==> src/hdl/cra_pkg.sv <==
// ============================================================================
// cra_pkg: shared definitions of the reassembly slot allocator
// Types, default sizes and codes used by the allocator and its submodules.
// ============================================================================
package cra_pkg;

    // Default sizes of the context pool and of the identifier.
    localparam int POOL_ENTRIES_DEF = 10;
    localparam int ID_BITS_DEF      = 11;

    // Stamp and eviction counter widths are fixed by the item format.
    localparam int STAMP_W = 8;
    localparam int CNT_W   = 32;

    // Identifiers with this priority (identifier bits 10..8) use the long slot.
    localparam logic [2:0] LONG_PRIO = 3'd6;
    localparam int         PRIO_LSB  = 8;

    // Request kinds carried in the input tuser.
    localparam logic REQ_FIND = 1'b0;
    localparam logic REQ_FREE = 1'b1;

    typedef enum logic [1:0] {
        ST_IDLE,
        ST_SCAN,
        ST_LAST,
        ST_COMMIT
    } t_state;

    // Control from the sequencer to the scan unit.
    typedef struct packed {
        logic clear;
        logic eval;
    } t_scan_ctl;

endpackage

==> src/hdl/cra_ctx_mem.sv <==
// ============================================================================
// cra_ctx_mem: context table storage
// Holds identifier and stamp per pool entry; one write and one registered read.
// ============================================================================
module cra_ctx_mem #(
    parameter int DEPTH   = cra_pkg::POOL_ENTRIES_DEF,
    parameter int ID_BITS = cra_pkg::ID_BITS_DEF
) (
    input  logic                          i_clk,
    input  logic                          i_wr_en,
    input  logic [$clog2(DEPTH)-1:0]      i_wr_addr,
    input  logic [ID_BITS-1:0]            i_wr_ident,
    input  logic [cra_pkg::STAMP_W-1:0]   i_wr_stamp,
    input  logic [$clog2(DEPTH)-1:0]      i_rd_addr,
    output logic [ID_BITS-1:0]            o_rd_ident,
    output logic [cra_pkg::STAMP_W-1:0]   o_rd_stamp
);
    import cra_pkg::*;

    localparam int WORD_W = ID_BITS + STAMP_W;

    logic [WORD_W-1:0] r_mem [DEPTH];
    logic [WORD_W-1:0] r_rd_word;

    always_ff @(posedge i_clk) begin
        if (i_wr_en) begin
            r_mem[i_wr_addr] <= {i_wr_ident, i_wr_stamp};
        end
    end

    always_ff @(posedge i_clk) begin
        r_rd_word <= r_mem[i_rd_addr];
    end

    assign o_rd_ident = r_rd_word[WORD_W-1:STAMP_W];
    assign o_rd_stamp = r_rd_word[STAMP_W-1:0];

endmodule

==> src/hdl/cra_scan.sv <==
// ============================================================================
// cra_scan: shared compare and age unit
// Looks at one table entry per cycle and keeps the hit, first free and oldest.
// ============================================================================
module cra_scan #(
    parameter int POOL_ENTRIES = cra_pkg::POOL_ENTRIES_DEF,
    parameter int ID_BITS      = cra_pkg::ID_BITS_DEF
) (
    input  logic                              i_clk,
    input  logic                              i_rst_n,
    input  cra_pkg::t_scan_ctl                i_ctl,
    input  logic [$clog2(POOL_ENTRIES)-1:0]   i_idx,
    input  logic                              i_valid,
    input  logic [ID_BITS-1:0]                i_ident,
    input  logic [cra_pkg::STAMP_W-1:0]       i_stamp,
    input  logic [ID_BITS-1:0]                i_req_ident,
    input  logic [cra_pkg::STAMP_W-1:0]       i_next_stamp,
    output logic                              o_hit,
    output logic [$clog2(POOL_ENTRIES)-1:0]   o_hit_idx,
    output logic                              o_free_found,
    output logic [$clog2(POOL_ENTRIES)-1:0]   o_free_idx,
    output logic [$clog2(POOL_ENTRIES)-1:0]   o_oldest_idx
);
    import cra_pkg::*;

    localparam int IDX_W = $clog2(POOL_ENTRIES);

    logic               r_hit;
    logic               r_free_found;
    logic [IDX_W-1:0]   r_hit_idx;
    logic [IDX_W-1:0]   r_free_idx;
    logic [IDX_W-1:0]   r_oldest;
    logic [STAMP_W-1:0] r_max_age;
    logic [STAMP_W-1:0] w_age;
    logic               w_match;

    // Age wraps modulo the stamp width, the same way the stamp itself does.
    assign w_age   = i_next_stamp - i_stamp;
    assign w_match = (i_ident == i_req_ident);

    always_ff @(posedge i_clk) begin
        if (!i_rst_n) begin
            r_hit        <= 1'b0;
            r_free_found <= 1'b0;
        end else if (i_ctl.clear) begin
            r_hit        <= 1'b0;
            r_free_found <= 1'b0;
        end else if (i_ctl.eval && !r_hit) begin
            if (i_valid && w_match) begin
                r_hit <= 1'b1;
            end else if (!i_valid) begin
                r_free_found <= 1'b1;
            end
        end
    end

    // Once a hit is seen the later entries no longer matter.
    always_ff @(posedge i_clk) begin
        if (i_ctl.clear) begin
            r_max_age <= '0;
            r_oldest  <= '0;
        end else if (i_ctl.eval && !r_hit) begin
            if (i_valid && w_match) begin
                r_hit_idx <= i_idx;
            end else if (i_valid && (w_age > r_max_age)) begin
                r_max_age <= w_age;
                r_oldest  <= i_idx;
            end else if (!i_valid && !r_free_found) begin
                r_free_idx <= i_idx;
            end
        end
    end

    assign o_hit        = r_hit;
    assign o_hit_idx    = r_hit_idx;
    assign o_free_found = r_free_found;
    assign o_free_idx   = r_free_idx;
    assign o_oldest_idx = r_oldest;

endmodule

==> src/hdl/can_reassembly_slot_allocator.sv <==
// ============================================================================
// can_reassembly_slot_allocator: CAN reassembly context slot allocator
// Maps a CAN identifier to a receive context slot, with oldest-entry eviction.
// ============================================================================
// Usage: each item on the s_axis channel is a request. tuser carries the kind
// (find or free), tdata carries the identifier and the slot to free. Every
// request yields exactly one item on m_axis: the slot, a restart flag, an
// evicted flag and the running eviction count.
// A find for a pool identifier scans the context table one entry per cycle
// through a single compare and age unit. Its result reaches the output
// register after the table's registered read, the scan of every entry and
// the commit step. No new request is accepted before the previous one has
// been committed. A find for a long-slot identifier or a free request goes
// straight from idle to the commit step.
// s_axis_tready is high only while the sequencer is idle. If the receiver
// stalls, the finished result waits in the output register and the next
// request is still accepted; its result is held back until the register is
// taken, and no allocator state changes before then.
// Reset clears all valid bits, the stamp, the long slot and the eviction
// count; the table contents need no clearing.
// ============================================================================
module can_reassembly_slot_allocator #(
    parameter int POOL_ENTRIES = cra_pkg::POOL_ENTRIES_DEF,
    parameter int ID_BITS      = cra_pkg::ID_BITS_DEF
) (
    input  logic i_clk,
    input  logic i_rst_n,
    // Request channel.
    input  logic                                                   s_axis_tvalid,
    output logic                                                   s_axis_tready,
    // tdata, from bit 0: frame_id (ID_BITS), free_slot (slot width), zero fill.
    input  logic [((ID_BITS + $clog2(POOL_ENTRIES + 1) + 7) / 8) * 8 - 1:0]
                                                                   s_axis_tdata,
    // tuser: req_type (0 = find, 1 = free).
    input  logic                                                   s_axis_tuser,
    // Result channel.
    output logic                                                   m_axis_tvalid,
    input  logic                                                   m_axis_tready,
    // tdata, from bit 0: slot (slot width), restart, evicted, fail_count (32),
    // zero fill.
    output logic [(($clog2(POOL_ENTRIES + 1) + 2 + cra_pkg::CNT_W + 7) / 8) * 8 - 1:0]
                                                                   m_axis_tdata
);
    import cra_pkg::*;

    localparam int IDX_W       = $clog2(POOL_ENTRIES);
    localparam int SLOT_W      = $clog2(POOL_ENTRIES + 1);
    localparam int OUT_FIELD_W = SLOT_W + 2 + CNT_W;
    localparam int OUT_TDATA_W = ((OUT_FIELD_W + 7) / 8) * 8;
    localparam logic [IDX_W-1:0]  LAST_IDX  = IDX_W'(POOL_ENTRIES - 1);
    localparam logic [SLOT_W-1:0] LONG_SLOT = SLOT_W'(POOL_ENTRIES);

    // Sequencer.
    t_state r_state;
    t_state n_state;
    logic   w_accept;
    logic   w_commit;
    t_scan_ctl w_scan_ctl;

    // Captured request.
    logic               r_req_type;
    logic [ID_BITS-1:0] r_id;
    logic [SLOT_W-1:0]  r_fslot;
    logic               w_is_long;

    // Scan pipeline.
    logic [IDX_W-1:0] r_idx;
    logic [IDX_W-1:0] r_rd_idx;
    logic             r_rd_valid;
    logic             r_eval;

    // Allocator state.
    logic [POOL_ENTRIES-1:0] r_valid;
    logic                    r_long_valid;
    logic [ID_BITS-1:0]      r_long_id;
    logic [STAMP_W-1:0]      r_next_stamp;
    logic [CNT_W-1:0]        r_fail_cnt;

    // Table read data and scan results.
    logic [ID_BITS-1:0] w_rd_ident;
    logic [STAMP_W-1:0] w_rd_stamp;
    logic               w_hit;
    logic [IDX_W-1:0]   w_hit_idx;
    logic               w_free_found;
    logic [IDX_W-1:0]   w_free_idx;
    logic [IDX_W-1:0]   w_oldest_idx;

    // Commit decisions.
    logic [SLOT_W-1:0] n_slot;
    logic              n_restart;
    logic              n_evicted;
    logic [IDX_W-1:0]  n_tgt;
    logic              w_alloc;
    logic              w_long_take;

    // Output register.
    logic              r_m_tvalid;
    logic [SLOT_W-1:0] r_m_slot;
    logic              r_m_restart;
    logic              r_m_evicted;
    logic [CNT_W-1:0]  r_m_fail;

    // ---------------------------------------------------------------- sequencer
    always_comb begin
        n_state = r_state;
        case (r_state)
            ST_IDLE: begin
                if (w_accept) begin
                    if (s_axis_tuser == REQ_FIND &&
                        s_axis_tdata[PRIO_LSB +: 3] != LONG_PRIO) begin
                        n_state = ST_SCAN;
                    end else begin
                        n_state = ST_COMMIT;
                    end
                end
            end
            ST_SCAN: begin
                if (r_idx == LAST_IDX) begin
                    n_state = ST_LAST;
                end
            end
            ST_LAST: begin
                n_state = ST_COMMIT;
            end
            ST_COMMIT: begin
                if (w_commit) begin
                    n_state = ST_IDLE;
                end
            end
            default: begin
                n_state = ST_IDLE;
            end
        endcase
    end

    always_comb begin
        s_axis_tready    = 1'b0;
        w_scan_ctl.clear = 1'b0;
        w_scan_ctl.eval  = r_eval;
        w_commit         = 1'b0;
        case (r_state)
            ST_IDLE: begin
                s_axis_tready    = 1'b1;
                w_scan_ctl.clear = 1'b1;
            end
            ST_COMMIT: begin
                // The result is committed only when the output register is empty or is being taken.
                w_commit = !r_m_tvalid || m_axis_tready;
            end
            default: begin
                s_axis_tready = 1'b0;
            end
        endcase
    end

    assign w_accept = s_axis_tvalid && s_axis_tready;

    always_ff @(posedge i_clk) begin
        if (!i_rst_n) begin
            r_state <= ST_IDLE;
            r_eval  <= 1'b0;
        end else begin
            r_state <= n_state;
            r_eval  <= (r_state == ST_SCAN);
        end
    end

    // Request capture and scan index; payload, no reset needed. The index
    // stops at the last entry so that it never leaves the table.
    always_ff @(posedge i_clk) begin
        if (w_accept) begin
            r_req_type <= s_axis_tuser;
            r_id       <= s_axis_tdata[ID_BITS-1:0];
            r_fslot    <= s_axis_tdata[ID_BITS +: SLOT_W];
            r_idx      <= '0;
        end else if (r_state == ST_SCAN && r_idx != LAST_IDX) begin
            r_idx <= r_idx + 1'b1;
        end
        r_rd_idx   <= r_idx;
        r_rd_valid <= r_valid[r_idx];
    end

    assign w_is_long = (r_id[PRIO_LSB +: 3] == LONG_PRIO);

    // ------------------------------------------------------------ table + scan
    cra_ctx_mem #(
        .DEPTH   (POOL_ENTRIES),
        .ID_BITS (ID_BITS)
    ) u_mem (
        .i_clk      (i_clk),
        .i_wr_en    (w_alloc),
        .i_wr_addr  (n_tgt),
        .i_wr_ident (r_id),
        .i_wr_stamp (r_next_stamp),
        .i_rd_addr  (r_idx),
        .o_rd_ident (w_rd_ident),
        .o_rd_stamp (w_rd_stamp)
    );

    cra_scan #(
        .POOL_ENTRIES (POOL_ENTRIES),
        .ID_BITS      (ID_BITS)
    ) u_scan (
        .i_clk        (i_clk),
        .i_rst_n      (i_rst_n),
        .i_ctl        (w_scan_ctl),
        .i_idx        (r_rd_idx),
        .i_valid      (r_rd_valid),
        .i_ident      (w_rd_ident),
        .i_stamp      (w_rd_stamp),
        .i_req_ident  (r_id),
        .i_next_stamp (r_next_stamp),
        .o_hit        (w_hit),
        .o_hit_idx    (w_hit_idx),
        .o_free_found (w_free_found),
        .o_free_idx   (w_free_idx),
        .o_oldest_idx (w_oldest_idx)
    );

    // ------------------------------------------------------------------ commit
    always_comb begin
        n_slot      = '0;
        n_restart   = 1'b0;
        n_evicted   = 1'b0;
        n_tgt       = w_free_found ? w_free_idx : w_oldest_idx;
        w_alloc     = 1'b0;
        w_long_take = 1'b0;
        if (w_commit && r_req_type == REQ_FIND) begin
            if (w_is_long) begin
                n_slot      = LONG_SLOT;
                w_long_take = !r_long_valid || (r_long_id != r_id);
                n_restart   = w_long_take;
            end else if (w_hit) begin
                n_slot = SLOT_W'(w_hit_idx);
            end else begin
                // No match: take the lowest free entry, or evict the oldest.
                n_slot    = SLOT_W'(n_tgt);
                n_restart = 1'b1;
                n_evicted = !w_free_found;
                w_alloc   = 1'b1;
            end
        end
    end

    always_ff @(posedge i_clk) begin
        if (!i_rst_n) begin
            r_valid      <= '0;
            r_long_valid <= 1'b0;
            r_next_stamp <= '0;
            r_fail_cnt   <= '0;
        end else if (w_commit) begin
            if (r_req_type == REQ_FREE) begin
                // A slot number above the long slot is ignored.
                if (r_fslot < LONG_SLOT) begin
                    r_valid[r_fslot[IDX_W-1:0]] <= 1'b0;
                end else if (r_fslot == LONG_SLOT) begin
                    r_long_valid <= 1'b0;
                end
            end else begin
                if (w_long_take) begin
                    r_long_valid <= 1'b1;
                end
                if (w_alloc) begin
                    r_valid[n_tgt] <= 1'b1;
                    r_next_stamp   <= r_next_stamp + 1'b1;
                end
                if (n_evicted) begin
                    r_fail_cnt <= r_fail_cnt + 1'b1;
                end
            end
        end
    end

    always_ff @(posedge i_clk) begin
        if (w_long_take) begin
            r_long_id <= r_id;
        end
    end

    // ------------------------------------------------------------ output stage
    always_ff @(posedge i_clk) begin
        if (!i_rst_n) begin
            r_m_tvalid <= 1'b0;
        end else if (w_commit) begin
            r_m_tvalid <= 1'b1;
        end else if (m_axis_tready) begin
            r_m_tvalid <= 1'b0;
        end
    end

    always_ff @(posedge i_clk) begin
        if (w_commit) begin
            r_m_slot    <= n_slot;
            r_m_restart <= n_restart;
            r_m_evicted <= n_evicted;
            r_m_fail    <= r_fail_cnt + CNT_W'(n_evicted);
        end
    end

    assign m_axis_tvalid = r_m_tvalid;
    assign m_axis_tdata  = OUT_TDATA_W'({r_m_fail, r_m_evicted, r_m_restart, r_m_slot});

    // -------------------------------------------------------------- assertions
    // A request occupies the sequencer, so two accepts never come back to back.
    a_no_back_to_back: assert property (@(posedge i_clk) disable iff (!i_rst_n)
        w_accept |=> !s_axis_tready)
        else $error("request accepted while the previous one is in progress");

    // The eviction count moves only by one, and only on a committed eviction.
    a_fail_step: assert property (@(posedge i_clk) disable iff (!i_rst_n)
        (r_fail_cnt != $past(r_fail_cnt)) |->
            (r_fail_cnt == $past(r_fail_cnt) + 1'b1) && $past(w_commit && n_evicted))
        else $error("eviction count changed unexpectedly");

    // Eviction happens only when every pool entry is in use.
    a_evict_full: assert property (@(posedge i_clk) disable iff (!i_rst_n)
        (w_commit && n_evicted) |-> (&r_valid))
        else $error("entry evicted while a free entry exists");

    // Every eviction is also a restart of the context.
    a_evict_restart: assert property (@(posedge i_clk) disable iff (!i_rst_n)
        (r_m_tvalid && r_m_evicted) |-> r_m_restart)
        else $error("evicted result without restart");

endmodule
==> config.mk <==
export PLATFORM = sky130hd
export DESIGN_NAME = can_reassembly_slot_allocator
export DESIGN_NICKNAME = d
export VERILOG_FILES = /design/src/hdl/cra_pkg.sv /design/src/hdl/cra_ctx_mem.sv /design/src/hdl/cra_scan.sv /design/src/hdl/can_reassembly_slot_allocator.sv
export SDC_FILE = /design/constraint.sdc
export NUM_CORES = 1
export LEC_CHECK = 0
export ABC_AREA = 0
export BUFFER_PORTS_ARGS = -buffer_cell sky130_fd_sc_hd__buf_2
export CAP_MARGIN = 5
export CORE_AREA = 2 2 168 170
export CTS_CLUSTER_SIZE = 12
export DETAILED_ROUTE_END_ITERATION = 10
export DIE_AREA = 0 0 170 172
export PLACE_DENSITY = 0.78
export SLEW_MARGIN = 0
export SYNTH_ARGS = -nofsm -noshare
export SYNTH_HDL_FRONTEND = slang
export SYNTH_SLANG_ARGS = --single-unit
export TNS_END_PERCENT = 20
==> constraint.sdc <==
create_clock -name i_clk -period 4.6 [get_ports i_clk]
set_clock_uncertainty 0.05 [all_clocks]
set_input_delay 0.46 -clock i_clk [delete_from_list [all_inputs] [get_ports i_clk]]
set_output_delay 0.46 -clock i_clk [all_outputs]
set_load 0.005 [all_outputs]
# ---- Word level (Yosys, flattened, before mapping)
# Memory sizes are Yosys's and may differ from the RTL's. A register that Yosys moved wholly into a read port is not among the register bits.
# Index checks and enable logic that the tools add are counted.
dict set report word_totals {
  register_bits 151
  mem_bits_rw 190
  in_bits 21
  output_inout_bits 42
  memories 1
}
dict set report classes {
  addsub 5
  n_lt_le_gt_ge 7
  eq_ne 16
  muxes 36
  n_bitwise 11
  n_reduce_logical 33
}
# name depth width rd rd_ports_with_merged_regs write_ports line
set memory_table {}
lappend memory_table {u_mem.r_mem 10 19 1 1 1 cra_ctx_mem.sv:22} ;# logic [WORD_W-1:0] r_mem [DEPTH];
# op count
set ops {}
lappend ops {{adder 32 x 1 -> 32 bit} 1}
lappend ops {{adder 32 x 1 -> 32 bit (second input constant)} 1}
lappend ops {{2-to-1 mux 10 bit} 3}
lappend ops {{2-to-1 mux 1 bit} 22}
lappend ops {{AND reduction 3 bit} 7}
lappend ops {{less-than comparator 4 x 5 -> 1 bit (second input constant)} 3}
lappend ops {{2-to-1 mux 4 bit} 3}
lappend ops {{== test 11 bit} 1}
lappend ops {{!= test 11 bit} 1}
lappend ops {{AND 10 bit} 1}
lappend ops {{logical AND 1 bit} 10}
lappend ops {{inverter 10 bit} 1}
lappend ops {{OR 10 bit} 1}
lappend ops {{adder 8 x 1 -> 8 bit (second input constant)} 1}
lappend ops {{demux 1 bit (select 4 bit)} 2}
lappend ops {{== test 4 bit (second input constant)} 2}
lappend ops {{>= comparator 4 x 1 -> 1 bit (second input constant)} 2}
lappend ops {{> comparator 8 bit} 1}
lappend ops {{2-to-1 mux 2 bit} 4}
lappend ops {{!= test 2 bit (second input constant)} 4}
lappend ops {{inverter 1 bit} 8}
lappend ops {{case mux 2 bit (4 select lines)} 1}
lappend ops {{subtractor 8 bit} 1}
lappend ops {{nonzero test 2 bit} 3}
lappend ops {{16 further kinds} 24}

# ---- Logic depth before layout (Yosys ltp)
# Gate-level depths: netlist of the first run.
dict set report depth {
  depth_word 8
  ltp_mapped 14
  depth_no_buf 13
}

# ---- Modules after synthesis
# A second synthesis of the first run with hierarchy kept.
dict set report hier_totals {
  cells_unflattened 1132
  hier_area_um2 15404.8
}
# mod n_inst cells_each area_per_inst_um2 seq_area_each_um2
set modules_own_cells {}
lappend modules_own_cells {cra_ctx_mem 1 421 7898.8 6085.8}
lappend modules_own_cells {can_reassembly_slot_allocator 1 541 5958.2 3233.1}
lappend modules_own_cells {cra_scan 1 170 1547.7 520.5}

# ---- Worst setup path before layout of the first run
# Ideal clock, no wire load.
dict set report synth_timing {
  path_kind {flip-flop to flip-flop}
  from {reg r_id[8]}
  to {reg r_m_fail[28] (data pin)}
  setup_time_ns 0.266
  arrival_ns 2.855
  required_time_ns 4.284
  slack_ns 1.429
  path_stages_with_launch 12
  n_path_buf 1
  cell_sequence {edfxtp_1 > nand3b_4 > nand4b_4 > clkbuf_1 > nor3_1 > ha_1 > ha_1 > inv_1 > nor4_2 > nand2_1 > nor3_1 > xor2_1}
}
dict set report synth_between {
  elab_chain_cells 4
}
# item line
set synth_lines {}
lappend synth_lines {{from (decl)} can_reassembly_slot_allocator.sv:62} ;# logic [ID_BITS-1:0] r_id;
lappend synth_lines {{from (signal assigned)} can_reassembly_slot_allocator.sv:173} ;# r_id <= s_axis_tdata[ID_BITS-1:0];
lappend synth_lines {{== test 3 bit} can_reassembly_slot_allocator.sv:183} ;# assign w_is_long = (r_id[PRIO_LSB +: 3] == LONG_PRIO);
lappend synth_lines {{2-to-1 mux 1 bit} can_reassembly_slot_allocator.sv:229} ;# if (w_is_long) begin
lappend synth_lines {{2-to-1 mux 1 bit} can_reassembly_slot_allocator.sv:228} ;# if (w_commit && r_req_type == REQ_FIND) begin
lappend synth_lines {{named net n_evicted} can_reassembly_slot_allocator.sv:91} ;# logic n_evicted;
lappend synth_lines {{adder 32 x 1 -> 32 bit} can_reassembly_slot_allocator.sv:296} ;# r_m_fail <= r_fail_cnt + CNT_W'(n_evicted);
lappend synth_lines {{to (signal assigned)} can_reassembly_slot_allocator.sv:296}
lappend synth_lines {{to (decl)} can_reassembly_slot_allocator.sv:101} ;# logic [CNT_W-1:0] r_m_fail;
# The timed path passes the listed nets, and every way through them passes these cells.
# A chain may end at the register's enable or synchronous reset.

# ---- Worst setup path in the final report of the first run
dict set report layout_timing {
  from {reg r_next_stamp[1]}
  to {reg u_scan.r_oldest[3] (netlist: u_scan.o_oldest_idx[3])}
}
dict set report layout_between {
  elab_chain_cells 4
}
# item line
set layout_lines {}
lappend layout_lines {{from (decl)} can_reassembly_slot_allocator.sv:76} ;# logic [STAMP_W-1:0] r_next_stamp;
lappend layout_lines {{from (signal assigned)} can_reassembly_slot_allocator.sv:265} ;# r_next_stamp <= r_next_stamp + 1'b1;
lappend layout_lines {{subtractor 8 bit} cra_scan.sv:38} ;# assign w_age = i_next_stamp - i_stamp;
lappend layout_lines {{named net u_scan.w_age[7]} cra_scan.sv:34} ;# logic [STAMP_W-1:0] w_age;
lappend layout_lines {{> comparator 8 bit} cra_scan.sv:65} ;# end else if (i_valid && (w_age > r_max_age)) begin
lappend layout_lines {{logical AND 1 bit} cra_scan.sv:65}
lappend layout_lines {{AND reduction 3 bit (no source line)} -}
lappend layout_lines {{to (signal assigned)} cra_scan.sv:67} ;# r_oldest <= i_idx;
lappend layout_lines {{to (decl)} cra_scan.sv:32} ;# logic [IDX_W-1:0] r_oldest;
# The timed path passes the listed nets, and every way through them passes these cells.

==> results of run 1 <==
==> Yosys cell counts (12+ instances only) <==
library cell  instances
nor2_1               70
ha_1                 25
mux4_2               40
nor3_1               20
edfxtp_1            263
nand2_1              61
nand4_1              29
xnor2_1              54
mux2i_1              35
nand3_1              16
a211oi_1             22
inv_1                32
xor2_1               27
buf_2                16
o21ai_0              18
nor2b_1              25
clkbuf_1             28
dfxtp_1              97
or3_1                12
a21oi_1              52
==> state kept, by name (all words and copies together) (netlist names), 2 cells and up <==
| name | count |
|---|---|
| r_m_fail | 32 |
| r_long_id | 11 |
| r_idx | 4 |
| u_scan.o_oldest_idx | 4 |
| u_mem.r_mem | 190 |
| u_scan.o_hit_idx | 4 |
| u_mem.r_rd_word | 19 |
| u_scan.r_max_age | 8 |
| r_valid | 10 |
| r_state | 2 |
| u_scan.o_free_idx | 4 |
| r_rd_idx | 4 |
| r_fslot | 4 |
| r_fail_cnt | 32 |
| r_m_slot | 4 |
| r_next_stamp | 8 |
| r_id | 11 |
==> how the worst min path moves through the flow <==
stage	cells after the start	to	slack, ns	startpoint
6_report	1	r_id[6]	0.07	s_axis_tdata[6]
5_1_grt	1	r_id[6]	0.05	s_axis_tdata[6]
4_1_cts	1	r_id[6]	0.05	s_axis_tdata[6]
3_5_place_dp	0	u_scan.o_free_idx[2]	0.39	r_rd_idx[2]
3_3_place_gp	0	u_scan.o_free_idx[0]	0.39	r_rd_idx[0]
2_1_floorplan	0	r_rd_idx[3]	0.28	r_idx[3]
==> placed cells by master (no fill, tap or decap), drive strengths merged, types with 6 or more instances in the layout <==
cell type	n
a211oi	22
a21oi	52
and2	6
buf	75
clkbuf	61
dfxtp	97
edfxtp	263
ha	25
inv	35
mux2i	35
mux4	40
nand2	61
nand2b	7
nand3	16
nand4	30
nor2	71
nor2b	25
nor3	22
nor4	12
o21a	6
o21ai	18
or2	6
or3	12
xnor2	54
xor2	27
==> cell type report <==
| type | instances | area [um2] |
|---|---|---|
| clock buffers | 61 | 1036 |
| clock inverters | 3 | 22.52 |
| fillers | 2040 | 10800 |
| inverters | 34 | 127.6 |
| multi-input cells | 614 | 4795 |
| flip-flops and latches | 360 | 9844 |
| well taps | 346 | 432.9 |
| repair buffers | 75 | 415.4 |
==> through the flow <==
stage	hold WS [ns]	std cells	worst slack [ns]	cell area (um2)	power (mW)
final	0.06665	1493	0.8159	16670	8.107
after global routing	0.05224	1493	0.5252	16670	8.453
after CTS	0.05163	1493	0.8315	16670	8.163
after detailed placement	0.3910	1429	0.8950	15620	5.502
after global placement	0.3896	1429	0.9365	15620	5.450
after floorplan	0.2790	1058	1.429	14950	5.103
==> cell families (layout without fill, tap and decap cells) <==
| kind of cell | count (synthesis) | after routing | share of synthesized area (%) |
|---|---|---|---|
| AO/OA/AOI/OAI | 138 | 138 | 6.010 |
| XOR/XNOR | 81 | 81 | 4.746 |
| adder cells (fa/ha/maj) | 26 | 26 | 2.227 |
| buffers and inverters | 84 | 173 | 2.394 |
| flip-flops | 360 | 360 | 65.82 |
| multiplexers | 78 | 78 | 8.596 |
| other | 1 | 2 | 0.02509 |
| AND/OR/NAND/NOR | 289 | 289 | 10.18 |
==> where the power goes <==
group          leakage, nW  switching, mW  internal, mW
logic                 1.97          0.663         0.679
clock network        0.509           1.14          1.53
registers             3.27          0.323          3.77
==> layer usage <==
| metal | vias to the layer above | track usage (%) |
|---|---|---|
| met5 | - | 0 |
| met2 | 302 | 34.85 |
| met4 | 0 | 5.797 |
| met3 | 53 | 3.090 |
| met1 | 4394 | 28.74 |
| li1 | 4102 | - |
==> critical path: stages, from the launching register on <==
cell       delay (ns)
dfxtp_1          0.73
ha_1             0.34
nor2b_1          0.15
o2111ai_1        0.24
a31oi_1          0.15
xnor2_1          0.18
ha_1             0.31
nand4_1          0.18
a21o_1           0.22
a211oi_2         0.64
buf_4            0.28
mux2i_1          0.23
==> run_results.csv, run 1 <==
group,metric,value,unit
run_status,status,"finished clean",
logic_synthesis,synth_edf_count,263,
final_layout,final_util,60.68,%
logic_synthesis,synth_cell_types,66,
routing,dr.pass1.iters,5,
place,dpl.hpwl,18120,um
logic_synthesis,synth-seq-cells,360,
critical_path,critPathMaxFanout,17,
logic_synthesis,synth_top_area_share,52.83,%
clocking,cts_setup_buffers,0,
min_path,min_path_type,"primary input to flip-flop",
clocking,cts_tree,"built",
sta,finalSetupTns,0,ns
sta,fin_crit,3.784,ns
power,p_leak,5.752,nW
power,power_density,486.2,mW/mm2
floorplan,die_area,0.02924,mm2
sta,finalMaxSlewViolations,0,
floorplan,die_w,170,um
sta,setup_violations,0,
grt,grt_antenna_before_repair,0,
critical_path,arrival,4.16,ns
grt,first_global_vias,8671,
clocking,clock_latency,0.52,ns
critical_path,startpoint_type,"flip-flop",
power,ir_worst_vdd,0.4265,mV
critical_path,crit_end,"u_scan.o_oldest_idx[3]",
logic_synthesis,yosysSeqAreaShare,65.82,%
logic_synthesis,async_flop_share,0,%
routing,drc_errors,0,
floorplan,row_count,61,
sta,max_slew.worst_pin.slew,1.091,ns
floorplan,start_util,54.40,%
critical_path,r2r_cells,11,
routing,drt_iter0_drc,715,
routing,top_layer_used,"met4",
grt,grt_usage,20.81,%
job,drv_cap,0,
critical_path,r2r_slack,0.82,ns
floorplan,core_area,0.02748,mm2
critical_path,crit_required,4.98,ns
clocking,clock-sinks,360,
grt,grt-ovfl-total,0,
clocking,holdBufCountCts,0,
routing,routed_wl,30080,um
final_layout,antenna_cells,0,
logic_synthesis,synth_flop_cell,"edfxtp_1",
critical_path,crit_path_end_kind,"flip-flop",
sta,min_period_over_period,82.26,%
routing,vias,8851,
sta,max_clock_freq,264.3,MHz
grt,grt_max_degree,47,
final_layout,area_growth_syn_to_layout,11.54,%
sta,hold_viol_final,0,
sta,rsz0062_at_grt,"no",
routing,post_drt_wl_per_cell,20.15,um
logic_synthesis,synth_top_cells_by_area,"edfxtp_1 53%, dfxtp_1 13%, mux4_2 6.0%, xnor2_1 3.2%, mux2i_1 2.3%",
logic_synthesis,syn-instance-count,1057,
logic_synthesis,synth.avg_cell_area,14.14,um2
final_layout,fin_nets,1168,
routing,drt.antenna.violating_nets,0,
place,port_buffers,59,
routing,routed_via_density,5.928,
clocking,cts_max_level,2,
sta,slew_headroom,26.85,%
logic_synthesis,synth_area,0.01495,mm2
clocking,root_buffer,"clkbuf_16",
clocking,cts_resized,0,
routing,wl_met3,1937,um
critical_path,reg2reg_from,"r_next_stamp[1]",
floorplan,dieHeight,172,um
final_layout,drive_above_1_share,16.56,%
critical_path,worst-setup-path-type,"flip-flop to flip-flop",
place,gp_congestion,0.8634,
routing,met2WireLength,14580,um
floorplan,io_pins,63,
critical_path,r2r_end,"u_scan.o_oldest_idx[3]",
logic_synthesis,yosysTopAreaCell,"edfxtp_1",
critical_path,cp-startpoint,"r_next_stamp[1]",
logic_synthesis,yosys_warnings,0,
grt,grt_pass1_wl,46740,um
routing,wl_met1,13050,um
clocking,clkTransAtPathRegs,0.06,ns
clocking,clk_path_buf_depth,3,
clocking,cts_buffers,36,
No activity file was read; power rests on OpenSTA's default activity.
==> inputs of run 2 (changes only) <==
ABC_AREA = 1   (was 0)
CORE_AREA = 2 2 171 173   (was 2 2 168 170)
DIE_AREA = 0 0 173 175   (was 0 0 170 172)
clock period = 3.8 ns   (was 4.6 ns; I/O delays follow)
==> run_results.csv, run 2 <==
group,metric,value,unit
logic_synthesis,yosysMostFrequentCell,"edfxtp_1",
final_layout,final_common_cell,"edfxtp_1",
final_layout,final_util,61.85,%
job,drv_cap,0,
logic_synthesis,synth_flop_cell,"edfxtp_1",
grt,grt_max_degree,73,
sta,setup_violations,0,
clocking,holdBufCountCts,16,
logic_synthesis,synth_edf_count,263,
logic_synthesis,yosysSeqAreaShare,63.39,%
place,dpl.hpwl,21280,um
logic_synthesis,synth.avg_cell_area,10.25,um2
critical_path,cp_top_family,"simple AND/OR/NAND/NOR gates",
clocking,cts_max_level,2,
clocking,clock_latency,0.53,ns
routing,vias,11336,
final_layout,antenna_cells,0,
clocking,clk_path_buf_depth,3,
clocking,root_buffer,"clkbuf_16",
critical_path,worst_path_most_repeated_cell,"nand2_1",
critical_path,worst-setup-path-type,"flip-flop to flip-flop",
place,gp_congestion,0.9091,
logic_synthesis,synth_fa_ha_area_share,2.144,%
grt,grt_antenna_before_repair,0,
routing,drt.antenna.violating_nets,0,
logic_synthesis,synth_top_area_share,50.88,%
logic_synthesis,synth_cell_types,48,
place,pre_cts_ws,0.6503,ns
floorplan,dieHeight,175,um
final_layout,top_register,"u_mem.r_mem",
logic_synthesis,synthSimpleGateAreaFrac,16.67,%
critical_path,crit_chain,"inv_1 -> ha_1 -> inv_1 -> fa_1 -> nand4_1 -> nand3_1 -> xor2_1 -> ha_1 -> nand2_1 -> nor2_1 -> a21oi_1 -> nand3_2 -> nand2_1 -> nand2_1 -> nor2_1",
sta,rsz0062_at_grt,"no",
logic_synthesis,synth_area,0.01552,mm2
final_layout,area_growth_syn_to_layout,13.12,%
routing,post_drt_wl_per_cell,18.07,um
logic_synthesis,yosysTopAreaCell,"edfxtp_1",
routing,drc_errors,0,
sta,finalSetupTns,0,ns
logic_synthesis,yosys_warnings,0,
critical_path,crit_required,4.21,ns
routing,routed_via_density,5.645,
final_layout,final_cell_mix,"263 x edfxtp_1, 262 x nand2_1, 241 x nor2_1",
grt,grt_pass1_wl,57950,um
logic_synthesis,synth-seq-cells,360,
floorplan,start_util,54.67,%
power,power_density,606.0,mW/mm2
sta,finalMaxSlewViolations,0,
critical_path,arrival,3.67,ns
critical_path,worst_path_max_delay_cell,"dfxtp_1",
routing,drt_iter0_drc,1195,
floorplan,die_w,173,um
sta,fin_crit,3.264,ns
clocking,cts_tree,"built",
routing,dr.pass1.iters,6,
place,dp.cells,1924,
clocking,clock-sinks,360,
logic_synthesis,synth_xor_area_share,2.596,%
floorplan,die_area,0.03028,mm2
grt,grt_usage,24.02,%
critical_path,critPathMaxFanout,24,
power,p_leak,6.603,nW
sta,fin_ws,0.5356,ns
critical_path,critPathBufInv,2,
logic_synthesis,syn-instance-count,1514,
logic_synthesis,async_flop_share,0,%
sta,max_slew.worst_pin.slew,1.073,ns
floorplan,io_pins,63,
grt,first_global_vias,11291,
sta,min_period_over_period,85.90,%
logic_synthesis,synthMuxAreaShare,0,%
min_path,min_path_type,"primary input to flip-flop",
logic_synthesis,synth-compound-area-share,10.33,%
critical_path,cp_slowest_stage_delay,0.55,ns
power,ir_worst_vdd,0.4813,mV
final_layout,instances_no_fill,2008,
place,postPlaceCellArea,0.01627,mm2
final_layout,largest_reg_flops,190,
clocking,cts_resized,0,
final_layout,stdcell_area,0.01756,mm2
clocking,cts_buffers,38,
logic_synthesis,synth_top_cells_by_area,"edfxtp_1 51%, dfxtp_1 13%, nand2_1 6.3%, nor2_1 5.8%, o21ai_0 4.3%",
grt,grt-ovfl-total,0,
sta,timing.hold.ws,0.1217,ns
critical_path,crit_path_end_kind,"flip-flop",
clocking,clkTransAtPathRegs,0.06,ns
sta,slew_headroom,28.40,%
power,total_power,10.64,mW
logic_synthesis,synth_top_family_by_area,"simple AND/OR/NAND/NOR gates",
sta,hold_viol_final,0,
sta,max_clock_freq,306.3,MHz
routing,routed_wl,36280,um
final_layout,top_regs,"u_mem.r_mem: 190 flops, r_fail_cnt: 32 flops, r_m_fail: 32 flops",
final_layout,drive_above_1_share,10.47,%
final_layout,fin_nets,1643,
logic_synthesis,ys_top_cells_by_count,"263 x edfxtp_1, 262 x nand2_1, 241 x nor2_1",
run_status,status,"finished clean",
place,port_buffers,59,
floorplan,row_count,62,
critical_path,startpoint_type,"flip-flop",
floorplan,core_area,0.02839,mm2
clocking,cts_setup_buffers,0,
==> run 2: changes by cell type in the layout (fill, tap and decap cells not counted), moves of 16 or more <==
cell and change:
nand2_1 +201, nor2_1 +177, o21ai_0 +116, inv_1 +87, xnor2_1 -44, mux4_2 -40
mux2i_1 -35, nor2b_1 -25, o22ai_1 +25, nand3_1 +23, a211oi_1 -20, o221ai_1 +20
o21ai_1 +19, dlygate4sd3_1 +16
==> run 2: power by group <==
part           total (mW)  internal, mW  switching, mW
Combinational        2.36         0.765           1.59
Sequential           4.89          4.61          0.283
Clock                3.39          1.92           1.48
==> run 2: cell type report <==
cell class,instances,area [um2]
Fill cell,2222,10830
Sequential cell,360,9841
Multi-Input combinational cell,970,4985
Clock buffer,59,1050
Timing Repair Buffer,100,655.6
Tap cell,384,480.5
Inverter,126,473.0
Clock inverter,9,75.07
==> run 2: final timing paths <==
path / start / endpoint / slack (ns) / cells after the start
hold / removal: m_axis_tready / m_axis_tvalid / 0.12 / 4
setup reg to reg: r_next_stamp[0] / u_scan.r_max_age[1] / 0.54 / 15
setup / recovery: r_next_stamp[0] / u_scan.r_max_age[1] / 0.54 / 15
hold reg to reg: r_valid[3] / r_valid[3] / 0.43 / 2
==> run 2: cells by family after synthesis <==
| logic type | after synthesis |
|---|---|
| flip-flops | 360 |
| XOR/XNOR | 46 |
| other | 1 |
| AND/OR/NAND/NOR | 615 |
| adder cells (fa/ha/maj) | 26 |
| AO/OA/AOI/OAI | 281 |
| buffers and inverters | 185 |
==> run 2: tightest hold or removal path, stage by stage <==
cell and delay, ns:
buf_2 0.09, inv_2 0.04, nand2_1 0.07, a21oi_1 0.06
==> run 2: layer usage <==
metal	vias to the layer above	wire length, um	track usage [%]
met2	492	17720	40.73
li1	5354	-	-
met5	-	0	0
met3	69	2867	3.285
met1	5421	14820	31.99
met4	0	875	8.333
